File: src/hdl/psfd_pkg.sv
package psfd_pkg;

    localparam int unsigned SYMBOL_W  = 8;
    localparam int unsigned COUNT_W   = 8;
    localparam int unsigned TICKS_W   = 16;
    localparam int unsigned TIMEOUT_W = 16;

    localparam logic [TIMEOUT_W-1:0] TIMEOUT_RESET = 16'd1823;
    localparam logic [TICKS_W-1:0]   TICKS_MAX     = 16'hFFFF;

    localparam logic [SYMBOL_W-1:0] SYM_PAIR_0 = 8'h80;
    localparam logic [SYMBOL_W-1:0] SYM_PAIR_1 = 8'hE0;
    localparam logic [SYMBOL_W-1:0] SYM_PAIR_2 = 8'hF8;
    localparam logic [SYMBOL_W-1:0] SYM_PAIR_3 = 8'hFE;

    typedef enum logic [1:0] {
        ST_NONE  = 2'd0,
        ST_BYTE  = 2'd1,
        ST_FRAME = 2'd2,
        ST_ERROR = 2'd3
    } status_t;

    typedef enum logic {
        ACT_SYMBOL = 1'b0,
        ACT_TICK   = 1'b1
    } action_t;

    typedef struct packed {
        action_t               action;
        logic [SYMBOL_W-1:0]   symbol;
    } item_t;

    typedef struct packed {
        status_t               status;
        logic [SYMBOL_W-1:0]   data_byte;
    } result_t;

    typedef struct packed {
        logic       known;
        logic [1:0] pair;
    } sym_decode_t;

    function automatic sym_decode_t symbol_decode(input logic [SYMBOL_W-1:0] sym);
        sym_decode_t d;
        d = '{known: 1'b1, pair: 2'd0};
        unique case (sym)
            SYM_PAIR_0: d.pair = 2'd0;
            SYM_PAIR_1: d.pair = 2'd1;
            SYM_PAIR_2: d.pair = 2'd2;
            SYM_PAIR_3: d.pair = 2'd3;
            default:    d.known = 1'b0;
        endcase
        return d;
    endfunction

endpackage

File: src/hdl/psfd_in_reg.sv
module psfd_in_reg import psfd_pkg::*;
(
    input  logic                clk,
    input  logic                rst_n,
    input  logic                in_valid,
    output logic                in_ready,
    input  item_t               in_item,
    input  logic                advance,
    output logic                item_valid,
    output item_t               item
);

    logic  valid_reg;
    logic  valid_next;
    item_t item_reg;

    assign in_ready   = !valid_reg || advance;
    assign valid_next = (in_valid && in_ready) ? 1'b1 : (advance ? 1'b0 : valid_reg);

    always_ff @(posedge clk or negedge rst_n)
    begin
        if (!rst_n)
        begin
            valid_reg <= 1'b0;
        end
        else
        begin
            valid_reg <= valid_next;
        end
    end

    always_ff @(posedge clk)
    begin
        if (in_valid && in_ready)
        begin
            item_reg <= in_item;
        end
    end

    assign item_valid = valid_reg;
    assign item       = item_reg;

endmodule

File: src/hdl/psfd_core.sv
module psfd_core import psfd_pkg::*;
(
    input  logic                   clk,
    input  logic                   rst_n,
    input  logic                   cfg_write,
    input  logic [TIMEOUT_W-1:0]   cfg_timeout,
    input  logic                   advance,
    input  item_t                  item,
    output result_t                result
);

    logic [TIMEOUT_W-1:0] timeout_reg;
    logic [COUNT_W-1:0]   symbol_count_reg;
    logic [COUNT_W-1:0]   symbol_count_next;
    logic [SYMBOL_W-1:0]  shift_byte_reg;
    logic [SYMBOL_W-1:0]  shift_byte_next;
    logic [TICKS_W-1:0]   idle_ticks_reg;
    logic [TICKS_W-1:0]   idle_ticks_next;

    sym_decode_t          dec;
    logic [SYMBOL_W-1:0]  shifted;
    logic [COUNT_W-1:0]   count_inc;
    logic [TICKS_W-1:0]   ticks_inc;
    logic                 close;

    assign dec       = symbol_decode(item.symbol);
    assign shifted   = {shift_byte_reg[SYMBOL_W-3:0], 2'b00};
    assign count_inc = symbol_count_reg + COUNT_W'(1);
    assign ticks_inc = (idle_ticks_reg == TICKS_MAX) ? idle_ticks_reg
                                                     : idle_ticks_reg + TICKS_W'(1);
    assign close     = ticks_inc > timeout_reg;

    always_comb
    begin
        symbol_count_next = symbol_count_reg;
        shift_byte_next   = shift_byte_reg;
        idle_ticks_next   = idle_ticks_reg;
        result            = '{status: ST_NONE, data_byte: '0};
        unique case (item.action)
            ACT_SYMBOL:
            begin
                idle_ticks_next = '0;
                if (!dec.known)
                begin
                    shift_byte_next = shifted;
                    result.status   = ST_ERROR;
                end
                else
                begin
                    shift_byte_next   = shifted | {{(SYMBOL_W-2){1'b0}}, dec.pair};
                    symbol_count_next = count_inc;
                    if (count_inc[1:0] == 2'b00)
                    begin
                        result.status    = ST_BYTE;
                        result.data_byte = shift_byte_next;
                    end
                end
            end
            ACT_TICK:
            begin
                idle_ticks_next = ticks_inc;
                if (close)
                begin
                    symbol_count_next = '0;
                    if (symbol_count_reg[1:0] != 2'b00)
                    begin
                        result.status = ST_ERROR;
                    end
                    else if (symbol_count_reg != '0)
                    begin
                        result.status = ST_FRAME;
                    end
                end
            end
            default:
            begin
                result.status = ST_NONE;
            end
        endcase
    end

    always_ff @(posedge clk or negedge rst_n)
    begin
        if (!rst_n)
        begin
            timeout_reg      <= TIMEOUT_RESET;
            symbol_count_reg <= '0;
            shift_byte_reg   <= '0;
            idle_ticks_reg   <= '0;
        end
        else
        begin
            if (cfg_write)
            begin
                timeout_reg <= cfg_timeout;
            end
            if (advance)
            begin
                symbol_count_reg <= symbol_count_next;
                shift_byte_reg   <= shift_byte_next;
                idle_ticks_reg   <= idle_ticks_next;
            end
        end
    end

    a_symbol_clears_idle: assert property (@(posedge clk) disable iff (!rst_n)
        advance && item.action == ACT_SYMBOL |=> idle_ticks_reg == '0)
        else $error("idle counter not cleared by symbol");

    a_byte_on_boundary: assert property (@(posedge clk) disable iff (!rst_n)
        advance && result.status == ST_BYTE |=> symbol_count_reg[1:0] == 2'b00)
        else $error("byte emitted off a four-symbol boundary");

    a_tick_counts: assert property (@(posedge clk) disable iff (!rst_n)
        advance && item.action == ACT_TICK |=> idle_ticks_reg != '0)
        else $error("tick left idle counter at zero");

    a_close_clears_count: assert property (@(posedge clk) disable iff (!rst_n)
        advance && item.action == ACT_TICK && close |=> symbol_count_reg == '0)
        else $error("frame close left symbol count");

endmodule

File: src/hdl/psfd_out_reg.sv
module psfd_out_reg import psfd_pkg::*;
(
    input  logic                   clk,
    input  logic                   rst_n,
    input  logic                   item_valid,
    input  result_t                result,
    output logic                   advance,
    output logic                   out_valid,
    input  logic                   out_ready,
    output result_t                out_result
);

    logic    valid_reg;
    logic    valid_next;
    result_t result_reg;

    assign advance    = item_valid && (!valid_reg || out_ready);
    assign valid_next = advance ? 1'b1 : (out_ready ? 1'b0 : valid_reg);

    always_ff @(posedge clk or negedge rst_n)
    begin
        if (!rst_n)
        begin
            valid_reg <= 1'b0;
        end
        else
        begin
            valid_reg <= valid_next;
        end
    end

    always_ff @(posedge clk)
    begin
        if (advance)
        begin
            result_reg <= result;
        end
    end

    assign out_valid  = valid_reg;
    assign out_result = result_reg;

endmodule

File: src/hdl/pulse_symbol_frame_decoder.sv
// pulse-width symbol frame decoder
// s_axis carries one request per symbol byte or timer tick: tuser is the action
// (0 symbol, 1 tick), tdata the received byte, ignored for ticks
// m_axis returns exactly one result per request: tuser is the status
// (0 none, 1 byte ready, 2 frame ready, 3 error), tdata the assembled byte
// when status is byte ready, otherwise zero
// cfg_valid/cfg_data write the 16-bit idle timeout; cfg_ready is always high,
// write only while no request is in flight
// a request accepted into the input register is decoded and written to the result register, which drives m_axis
// throughput: one request per cycle while m_axis_tready is high, set by
// the single decode stage between the input register and the result register
// reset clears the counters, the shift byte and both registers' valid flags,
// and loads the idle timeout with 1823
// when m_axis_tready is low the result holds, one more request waits in the
// input register, and s_axis_tready drops once both are full
module pulse_symbol_frame_decoder import psfd_pkg::*;
(
    input  logic                   clk,
    input  logic                   rst_n,
    input  logic                   s_axis_tvalid,
    output logic                   s_axis_tready,
    input  logic [SYMBOL_W-1:0]    s_axis_tdata,   // symbol
    input  logic                   s_axis_tuser,   // action
    output logic                   m_axis_tvalid,
    input  logic                   m_axis_tready,
    output logic [SYMBOL_W-1:0]    m_axis_tdata,   // data_byte
    output logic [1:0]             m_axis_tuser,   // status
    input  logic                   cfg_valid,
    output logic                   cfg_ready,
    input  logic [TIMEOUT_W-1:0]   cfg_data
);

    item_t   in_item;
    item_t   item;
    logic    item_valid;
    logic    advance;
    result_t result;
    result_t out_result;

    assign in_item.action = action_t'(s_axis_tuser);
    assign in_item.symbol = s_axis_tdata;
    assign cfg_ready      = 1'b1;

    psfd_in_reg u_in_reg (
        .clk        (clk),
        .rst_n      (rst_n),
        .in_valid   (s_axis_tvalid),
        .in_ready   (s_axis_tready),
        .in_item    (in_item),
        .advance    (advance),
        .item_valid (item_valid),
        .item       (item)
    );

    psfd_core u_core (
        .clk         (clk),
        .rst_n       (rst_n),
        .cfg_write   (cfg_valid && cfg_ready),
        .cfg_timeout (cfg_data),
        .advance     (advance),
        .item        (item),
        .result      (result)
    );

    psfd_out_reg u_out_reg (
        .clk        (clk),
        .rst_n      (rst_n),
        .item_valid (item_valid),
        .result     (result),
        .advance    (advance),
        .out_valid  (m_axis_tvalid),
        .out_ready  (m_axis_tready),
        .out_result (out_result)
    );

    assign m_axis_tdata = out_result.data_byte;
    assign m_axis_tuser = out_result.status;

endmodule
File: config.mk
export PLATFORM = sky130hd
export DESIGN_NAME = pulse_symbol_frame_decoder
export DESIGN_NICKNAME = d
export VERILOG_FILES = /design/src/hdl/psfd_pkg.sv /design/src/hdl/psfd_in_reg.sv /design/src/hdl/psfd_core.sv /design/src/hdl/psfd_out_reg.sv /design/src/hdl/pulse_symbol_frame_decoder.sv
export SDC_FILE = /design/constraint.sdc
export NUM_CORES = 1
export LEC_CHECK = 0
export BUFFER_PORTS_ARGS = -buffer_cell sky130_fd_sc_hd__buf_2
export CORE_UTILIZATION = 53
export CTS_CLUSTER_DIAMETER = 50
export CTS_CLUSTER_SIZE = 30
export DETAILED_ROUTE_END_ITERATION = 10
export PLACE_DENSITY_LB_ADDON = 0.12
export SLEW_MARGIN = 20
export SYNTH_ARGS = -nofsm -noshare
export SYNTH_HDL_FRONTEND = slang
export SYNTH_SLANG_ARGS = --single-unit
File: constraint.sdc
create_clock -name clk -period 3.5 [get_ports clk]
set_clock_uncertainty 0.1 [all_clocks]
set_input_delay 0.525 -clock clk [delete_from_list [all_inputs] [get_ports clk]]
set_output_delay 0.525 -clock clk [all_outputs]
set_load 0.005 [all_outputs]
==> results of run 1 <==
-- worst max path at each step --
stage                                 end                startpoint  slack, ns  depth (start not counted)
4_1_cts           u_out_reg.out_result[9]  u_core.idle_ticks_reg[6]      -0.02                         12
5_1_grt           u_out_reg.out_result[9]  u_core.idle_ticks_reg[8]      -0.12                         12
3_3_place_gp   u_core.symbol_count_reg[5]  u_core.idle_ticks_reg[8]    -0.0004                         11
3_5_place_dp   u_core.symbol_count_reg[5]  u_core.idle_ticks_reg[5]      -0.08                         12
6_report          u_out_reg.out_result[9]  u_core.idle_ticks_reg[8]       0.04                         12
2_1_floorplan     u_out_reg.out_result[9]  u_core.idle_ticks_reg[5]       0.08                         14
-- cells in the final DEF, fill, tap and decap left out, types with 3 or more instances in the layout --
master	instances
a21oi_1	10
a22o_1	4
a31oi_1	8
and2_1	7
and3_1	5
buf_2	40
buf_4	43
clkbuf_8	9
dfrtp_1	40
dfstp_2	8
edfxtp_1	19
ha_1	19
inv_1	26
mux2_2	6
nand2_1	39
nand2b_1	5
nand3_1	12
nand4_1	7
nor2_1	21
nor3_1	14
nor4_1	3
o21ai_0	23
o21ai_1	6
xnor2_1	10
xor2_1	5
-- layout make-up --
| class | instances | share of cell area (%) |
|---|---|---|
| Timing Repair Buffer | 83 | 11.88 |
| Inverter | 27 | 2.302 |
| Clock buffer | 9 | 2.814 |
| Multi-Input combinational cell | 254 | 39.17 |
| Tap cell | 77 | 2.189 |
| Sequential cell | 67 | 40.48 |
| Clock inverter | 7 | 1.165 |
-- power by group through the flow --
stage	Sequential, mW	Clock [mW]	Combinational (mW)
after floorplan	0.943	0	0.263
after global placement	0.955	0	0.373
after detailed placement	0.956	0	0.386
after CTS	0.941	0.594	0.392
after global routing	0.952	0.634	0.490
final	0.943	0.583	0.431
-- metrics by stage --
stage	setup TNS (ns)	cells	total power, mW
after CTS	-0.01820	517	1.927
after detailed placement	-0.2318	498	1.342
final	0	524	1.957
after floorplan	0	363	1.207
after global routing	-0.5003	524	2.076
after global placement	-0.0004146	498	1.327
-- per-layer routing --
layer	part of all wire, %	vias up	track usage, %	wire [um]
met2	46	65	35.84	3414
met1	48	1339	31.22	3597
li1	-	1450	-	-
met4	1.5	0	9.091	115
met3	4.4	11	4.916	325
met5	0	-	0	0
-- cell families after synthesis --
family / share of synthesized area (%)
simple gates: 18.54
compound gates: 13.95
flops: 49.53
buf+inv: 4.869
fa+ha+maj: 6.609
xor+xnor: 3.652
mux: 2.748
other cells: 0.1042
-- repair_timing --
action / 4_1_cts / 5_1_grt
setup endpoints to repair: 7 / 10
hold buffers: 0 / 0
cloned: 0 / 0
endpoints found under the hold margin: 0 / 0
pin swaps: 7 / 13
setup buffers: 3 / 7
gates resized for setup: 4 / 19
==> results.toml, run 1 <==
[final_layout]
fin_nets = 491
n_antenna_cell = 0
ff_latch_area_mm2 = 0.001782
fillers = 520
drive_gt1_share_pct = 30.20
utilization_pct = 68.15
multi_input_area_mm2 = 0.001724
area_delta_synth_final_pct = 22.37
fin_area_mm2 = 0.004402

[cts]
clock_latency_ns = 0.35
htreeDepth = 3
numCtsBuffers = 9
tritoncts = "built"
cts_root_buffer = "clkbuf_8"
cts_buffer_depth = 2
clk_pin_slew_worst_paths_ns = 0.08
cts.sinks = 67

[logic_synthesis]
async_reset_ff_share_pct = 71.64
synth_common_cells = "40 x dfrtp_1, 40 x nand2_1, 30 x o21ai_0"
synthTopCellsByArea = "dfrtp_1 28%, edfxtp_1 16%, ha_1 6.6%, dfstp_2 5.8%, nand2_1 4.2%"
synth_edf_count = 19
synth_top_area_share_pct = 27.83
synth-seq-cells = 67
postSynthAreaPerCell_um2 = 9.910
yosys.area.top_type = "dfrtp_1"
synth-seq-area-share_pct = 49.53
synth.distinct_cells = 57
synthCells = 363
yosysWarningCount = 0
synthFlopType = "dfrtp_1"
syn-num-nets = 412
syn_area_mm2 = 0.003597

[place]
place.port_buffers = 41
post-place-ws_ns = -0.08494
place_hpwl_mm = 5.130
dpl-instance-area_mm2 = 0.004073
place.gp.congestion = 0.8742

[worst_setup_path]
crit_chain = "nand4_2 > or4_4 > or2_4 > buf_4 > nand2_1 > ha_1 > nand4_1 > buf_4 > a21oi_1 > o41ai_4 > a41oi_2 > mux2_4"
critPathTopFamily = "simple AND/OR/NAND/NOR gates"
end_kind = "register"
crit_required_ns = 3.51
r2r-end = "u_out_reg.out_result[9]"
r2r_cells = 12
max_stage_delay_ns = 0.57
cp.arrival_ns = 3.47
worst_r2r_startpoint = "u_core.idle_ticks_reg[8]"
worst_path_most_repeated_cell = "buf_4"
worstSetupPathType = "register to register"
cp_slowest_cell = "or4_4"
r2r_slack_ns = 0.04
cp-start-kind = "register"
crit_buf_inv = 2
cp_max_fo = 8

[route]
drc = 4
drt-pass1-iter-count = 7
num_vias = 2865
wl_per_cell_um = 14.22
drt_iter0_drc = 175
ant_nets = 0
vias_per_cell = 5.468
wl_mm = 7.453

[floorplan]
rows = 29
pin_count = 43
coreArea_mm2 = 0.006459
die_x_um = 84.39
die_area_mm2 = 0.007121
initial_core_util_pct = 55.70
die_y_um = 84.39

[timing]
period_share_pct = 98.90
layout_setup_ws_ns = 0.03858
slew_violations = 0
tightest_slew_ns = 0.6243
timing.hold.ws_ns = 0.07414
max_freq_mhz = 288.9
setup_viol = 0
hold_viol = 0
relSlewSlack_pct = 57.99
grt_setup_unrepaired = "true"
period_minus_slack_ns = 3.461

[power]
p_sw_mw = 0.6065
p_seq_share_pct = 48.2
ir_drop_mv = 0.2347
switching_share_pct = 31.00
p_per_area_mw_per_mm2 = 444.5
internal_power_mw = 1.350
combinationalPowerShare_pct = 22.0
clkPwrFrac_pct = 29.8
cellLeakagePower_nw = 2.024

[hold_path]
hp-class = "input pin to asynchronous set/reset pin"

[run_status]
outcome = "complete, but fails checks"
violations = "DRC"

[global_route]
grt_max_degree = 49
grt_overflow = 0
grt_pass1_wl_mm = 12.54
antenna_found_initial = 0
grt_use_total_pct = 22.83
grt_pass1_vias = 2730

[job]
maxCapViolations = 0
No activity file was read; power rests on OpenSTA's default activity.
==> inputs of run 2 (changes only) <==
--- a/config.mk
+++ b/config.mk
@@ -11,6 +11,7 @@
 export CTS_CLUSTER_SIZE = 30
 export DETAILED_ROUTE_END_ITERATION = 10
 export PLACE_DENSITY_LB_ADDON = 0.12
+export SETUP_SLACK_MARGIN = 0.4
 export SLEW_MARGIN = 20
 export SYNTH_ARGS = -nofsm -noshare
 export SYNTH_HDL_FRONTEND = slang
==> run 2 against run 1 <==
- the flow still finishes with violations (DRC)
- sequential power grew 0.8%
- global-route usage grew 2.2 points
- hold slack gained 0.0032 ns
- cell count grew 0.95%
==> results.toml, run 2 (synthesis results as in run 1) <==
[power]
p_per_area_mw_per_mm2 = 435.7
combinationalPowerShare_pct = 21.5
internal_power_mw = 1.339
cellLeakagePower_nw = 2.050
switching_share_pct = 31.30
p_sw_mw = 0.6100
ir_drop_mv = 0.2702
clkPwrFrac_pct = 29.7
p_seq_share_pct = 48.8
finalPower_mw = 1.949

[worst_setup_path]
crit_chain = "nand4_1 > or4_4 > or2_4 > nand4_1 > buf_4 > xnor2_2 > ha_1 > o211ai_1 > a21boi_2 > o41ai_4 > a41oi_1 > mux2_4"
crit_required_ns = 3.52
worst_path_most_repeated_cell = "nand4_1"
worstSetupStartpoint = "u_core.idle_ticks_reg[14]"
worstSetupPathType = "register to register"
crit_buf_inv = 1
cp-start-kind = "register"
r2r_slack_ns = 0.03
cp_slowest_cell = "or4_4"
cp.arrival_ns = 3.49
critPathTopFamily = "simple AND/OR/NAND/NOR gates"
worst_r2r_startpoint = "u_core.idle_ticks_reg[14]"
cp_max_fo = 7
max_stage_delay_ns = 0.55
end_kind = "register"

[cts]
clock_latency_ns = 0.35
cts_root_buffer = "clkbuf_8"
cts.sinks = 67
numCtsBuffers = 9
htreeDepth = 3
cts_buffer_depth = 2
clk_pin_slew_worst_paths_ns = 0.08
tritoncts = "built"

[route]
drc = 2
vias_per_cell = 5.567
ant_nets = 0
drt_iter0_drc = 236
wl_mm = 7.958
drt-pass1-iter-count = 7
num_vias = 2945
wl_per_cell_um = 15.04

[timing]
period_minus_slack_ns = 3.471
fin_tns_setup_ns = 0
hold_viol = 0
grt_setup_unrepaired = "true"
tightest_slew_ns = 0.6605
max_freq_mhz = 288.1
slew_violations = 0
period_share_pct = 99.16
setup_viol = 0
timing.hold.ws_ns = 0.07735
relSlewSlack_pct = 55.63
layout_setup_ws_ns = 0.02935

[place]
place.gp.congestion = 0.8586
place.port_buffers = 41
place_hpwl_mm = 5.176
post-place-ws_ns = 0.01385
dpl-instance-area_mm2 = 0.004049

[floorplan]
rows = 29
die_x_um = 84.39
initial_core_util_pct = 55.70
die_y_um = 84.39
die_area_mm2 = 0.007121
pin_count = 43
coreArea_mm2 = 0.006459

[final_layout]
n_antenna_cell = 0
fin_nets = 496
layout_commonest_cell = "buf_4"
area_delta_synth_final_pct = 24.35
fin_area_mm2 = 0.004473
mostFrequentLayoutCells = "46 x buf_4, 40 x buf_2, 39 x dfrtp_1"
drive_gt1_share_pct = 32.08

[global_route]
grt_use_total_pct = 25.02
grt_overflow = 0
grt_pass1_vias = 2872
grt_pass1_wl_mm = 13.60
antenna_found_initial = 0
grt_max_degree = 46

[hold_path]
hp-class = "input pin to asynchronous set/reset pin"

[run_status]
violations = "DRC"
outcome = "complete, but fails checks"

[job]
maxCapViolations = 0
==> run 2: timing repair <==
item                                   4_1_cts  5_1_grt
setup endpoints to repair                   10       11
resized for setup                           11        2
hold buffers                                 0        0
endpoints found under the hold margin        0        0
pin swaps                                    7        5
setup buffers                               22        1
==> run 2: per-layer routing <==
metal,track usage (%),routed length [um]
met1,34.37,3725
met2,39.42,3714
met3,5.113,390
met4,9.707,128
met5,0,0
==> run 2: layout make-up <==
class,instances,area [um^2]
multi-input combinational,254,1732
inverter,27,101.3
clock buffer,9,123.9
clock inverter,7,51.30
tap,77,96.34
timing repair buffer,88,585.6
sequential,67,1783
fill,490,1986
==> run 2: per-stage QoR <==
step	utilization [%]	instances
after floorplan	-	363
after global placement	62.69	490
after detailed placement	62.69	490
after CTS	69.04	528
after global routing	69.26	529
final	69.26	529
==> run 2: path summary, 6_finish.rpt <==
check / endpoint / cells after the start
setup reg to reg: u_out_reg.out_result[9] / 12
max in group asynchronous: u_core.timeout_reg[1] / 2
setup / recovery: u_out_reg.out_result[9] / 12
min in group clk: u_in_reg.item[5] / 1
hold / removal: u_core.idle_ticks_reg[9] / 1
hold reg to reg: u_core.shift_byte_reg[4] / 1
==> run 2: power by group through the flow <==
| stage | clock network, mW | registers [mW] | logic [mW] |
|---|---|---|---|
| after CTS | 0.589 | 0.947 | 0.414 |
| final | 0.580 | 0.951 | 0.418 |
| after global routing | 0.629 | 0.960 | 0.476 |
| after floorplan | 0 | 0.943 | 0.273 |
| after global placement | 0 | 0.956 | 0.375 |
| after detailed placement | 0 | 0.960 | 0.391 |
==> inputs of run 3 (changes only) <==
--- a/config.mk
+++ b/config.mk
@@ -6,7 +6,7 @@
 export NUM_CORES = 1
 export LEC_CHECK = 0
 export BUFFER_PORTS_ARGS = -buffer_cell sky130_fd_sc_hd__buf_2
-export CORE_UTILIZATION = 53
+export CORE_UTILIZATION = 60
 export CTS_CLUSTER_DIAMETER = 50
 export CTS_CLUSTER_SIZE = 30
 export DETAILED_ROUTE_END_ITERATION = 10
==> constraint.sdc (replaced) <==
create_clock -name clk -period 4 [get_ports clk]
set_clock_uncertainty 0.1 [all_clocks]
set_input_delay 0.6 -clock clk [delete_from_list [all_inputs] [get_ports clk]]
set_output_delay 0.6 -clock clk [all_outputs]
set_load 0.005 [all_outputs]
==> run 3 against run 2 <==
- the run now ends clean
- register-to-register slack better by 0.43 ns
- core utilization up 4.5 points
- routed wire length down 9.3%
- cell count down 7.8%
- cell area down 7.0%
- total power down 11%
- fmax down 2.0%
- setup slack better by 0.43 ns
- die area down 11%
- hold slack better by 0.078 ns
- clock-buffer cell count unchanged
==> results.toml, run 3 (synthesis results as in run 1) <==
[worst_setup_path]
crit_required_ns = 4.01
cp-start-kind = "register"
worst_path_most_repeated_cell = "buf_4"
cp.arrival_ns = 3.55
cp_slowest_cell = "or4_4"
worstSetupPathType = "register to register"
cp_max_fo = 6
crit_buf_inv = 3
crit_chain = "nand4_4 > or4_4 > o21ai_4 > buf_4 > buf_4 > xnor2_1 > ha_1 > a21oi_1 > o21a_1 > nor3_1 > o41ai_1 > buf_4 > a41oi_1 > mux2_2"
r2r_slack_ns = 0.46
critPathTopFamily = "compound AO/OA/AOI/OAI gates"
end_kind = "register"
max_stage_delay_ns = 0.57

[global_route]
antenna_found_initial = 0
grt_pass1_vias = 2607
grt_pass1_wl_mm = 11.56
grt_overflow = 0
grt_use_total_pct = 24.52
grt_max_degree = 49

[final_layout]
n_antenna_cell = 0
drive_gt1_share_pct = 25.24
fillers = 432
area_delta_synth_final_pct = 15.62
fin_area_mm2 = 0.004159
ff_latch_area_mm2 = 0.001792
mostFrequentLayoutCells = "40 x nand2_1, 40 x buf_2, 32 x dfrtp_1"
multi_input_area_mm2 = 0.001685
fin_nets = 460

[timing]
max_freq_mhz = 282.3
period_share_pct = 88.55
setup_viol = 0
slew_violations = 0
relSlewSlack_pct = 48.77
tightest_slew_ns = 0.7684
grt_setup_unrepaired = "true"
fin_tns_setup_ns = 0
hold_viol = 0
period_minus_slack_ns = 3.542

[route]
wl_mm = 7.215
vias_per_cell = 5.695
drt_iter0_drc = 154
ant_nets = 0
wl_per_cell_um = 14.78
num_vias = 2779
drt-pass1-iter-count = 5
drc = 0

[cts]
numCtsBuffers = 9
htreeDepth = 3
clk_pin_slew_worst_paths_ns = 0.08
cts_root_buffer = "clkbuf_8"
clock_latency_ns = 0.35
tritoncts = "built"
cts_buffer_depth = 2
cts.sinks = 67
cts_hold_buf = 0

[place]
place.gp.congestion = 0.8751
place.port_buffers = 41
dpl-instance-area_mm2 = 0.003834
place_hpwl_mm = 4.925

[floorplan]
die_y_um = 79.43
initial_core_util_pct = 63.76
pin_count = 43
rows = 27
coreArea_mm2 = 0.005642
die_area_mm2 = 0.006309
die_x_um = 79.43

[power]
cellLeakagePower_nw = 1.858
combinationalPowerShare_pct = 18.4
p_seq_share_pct = 48.7
ir_drop_mv = 0.2641
switching_share_pct = 29.85
clkPwrFrac_pct = 32.9
p_per_area_mw_per_mm2 = 417.1
internal_power_mw = 1.217
p_sw_mw = 0.5178

[job]
maxCapViolations = 0

[hold_path]
hp-class = "input pin to asynchronous set/reset pin"

[run_status]
outcome = "completed"
==> run 3: layout make-up <==
type	instances	area share (%)
Inverter	27	2.437
Clock inverter	7	1.835
Tap cell	72	2.166
Sequential cell	67	43.08
Clock buffer	9	2.978
Timing Repair Buffer	52	6.980
Multi-Input combinational cell	254	40.52
==> run 3: power groups by stage <==
stage | logic [mW] | clock network (mW) | registers [mW]
finish | 0.318 | 0.571 | 0.846
global route | 0.359 | 0.606 | 0.854
CTS | 0.295 | 0.573 | 0.843
detailed placement | 0.290 | 0 | 0.855
global placement | 0.279 | 0 | 0.850
floorplan | 0.230 | 0 | 0.825
==> run 3: stage by stage <==
stage                     total power [mW]  instances  hold slack (ns)  setup WS, ns  util [%]
after CTS                            1.711        483           0.3210        0.4130     72.63
after global placement               1.129        463           0.3830        0.3590     67.95
after floorplan                      1.055        363           0.2044        0.4339         -
after global routing                 1.819        488           0.2113        0.2875     73.72
final                                1.735        488           0.1552        0.4580     73.72
after detailed placement             1.145        463           0.3878        0.2408     67.95
==> run 3: timing repair <==
item / 4_1_cts / 5_1_grt
resized for setup: 10 / 8
pin swaps: 2 / 8
buffers inserted: 4 / 5
gates cloned: 0 / 0
setup endpoints to repair: 10 / 10
==> run 3: routing by layer <==
metal  share of wire (%)  global-route usage (%)
met2                  47                   39.15
met4                 1.5                   9.455
met5                   0                       0
met1                  48                   32.52
met3                 4.3                   5.486
==> run 3: worst register-to-register path: cells and delay by family, from the launching register on <==
family	cells	cell delay, ns
xor gates and xnor gates	1	0.13
muxes	1	0.28
and+or+nand+nor	3	0.74
AOI/OAI and AO/OA	5	0.89
DFF	1	0.44
buffers and inverters	3	0.47
adders and majority gates	1	0.27
==> run 3: path summary, 6_finish.rpt <==
kind | from | end | cells after the start
setup / recovery | u_core.idle_ticks_reg[8] | u_out_reg.out_result[9] | 14
hold reg to reg | u_core.shift_byte_reg[5] | u_core.shift_byte_reg[5] | 1
min in group clk | s_axis_tdata[6] | u_in_reg.item[6] | 1
max in group asynchronous | rst_n | u_core.idle_ticks_reg[0] | 1
setup reg to reg | u_core.idle_ticks_reg[8] | u_out_reg.out_result[9] | 14
hold / removal | rst_n | u_core.shift_byte_reg[1] | 1
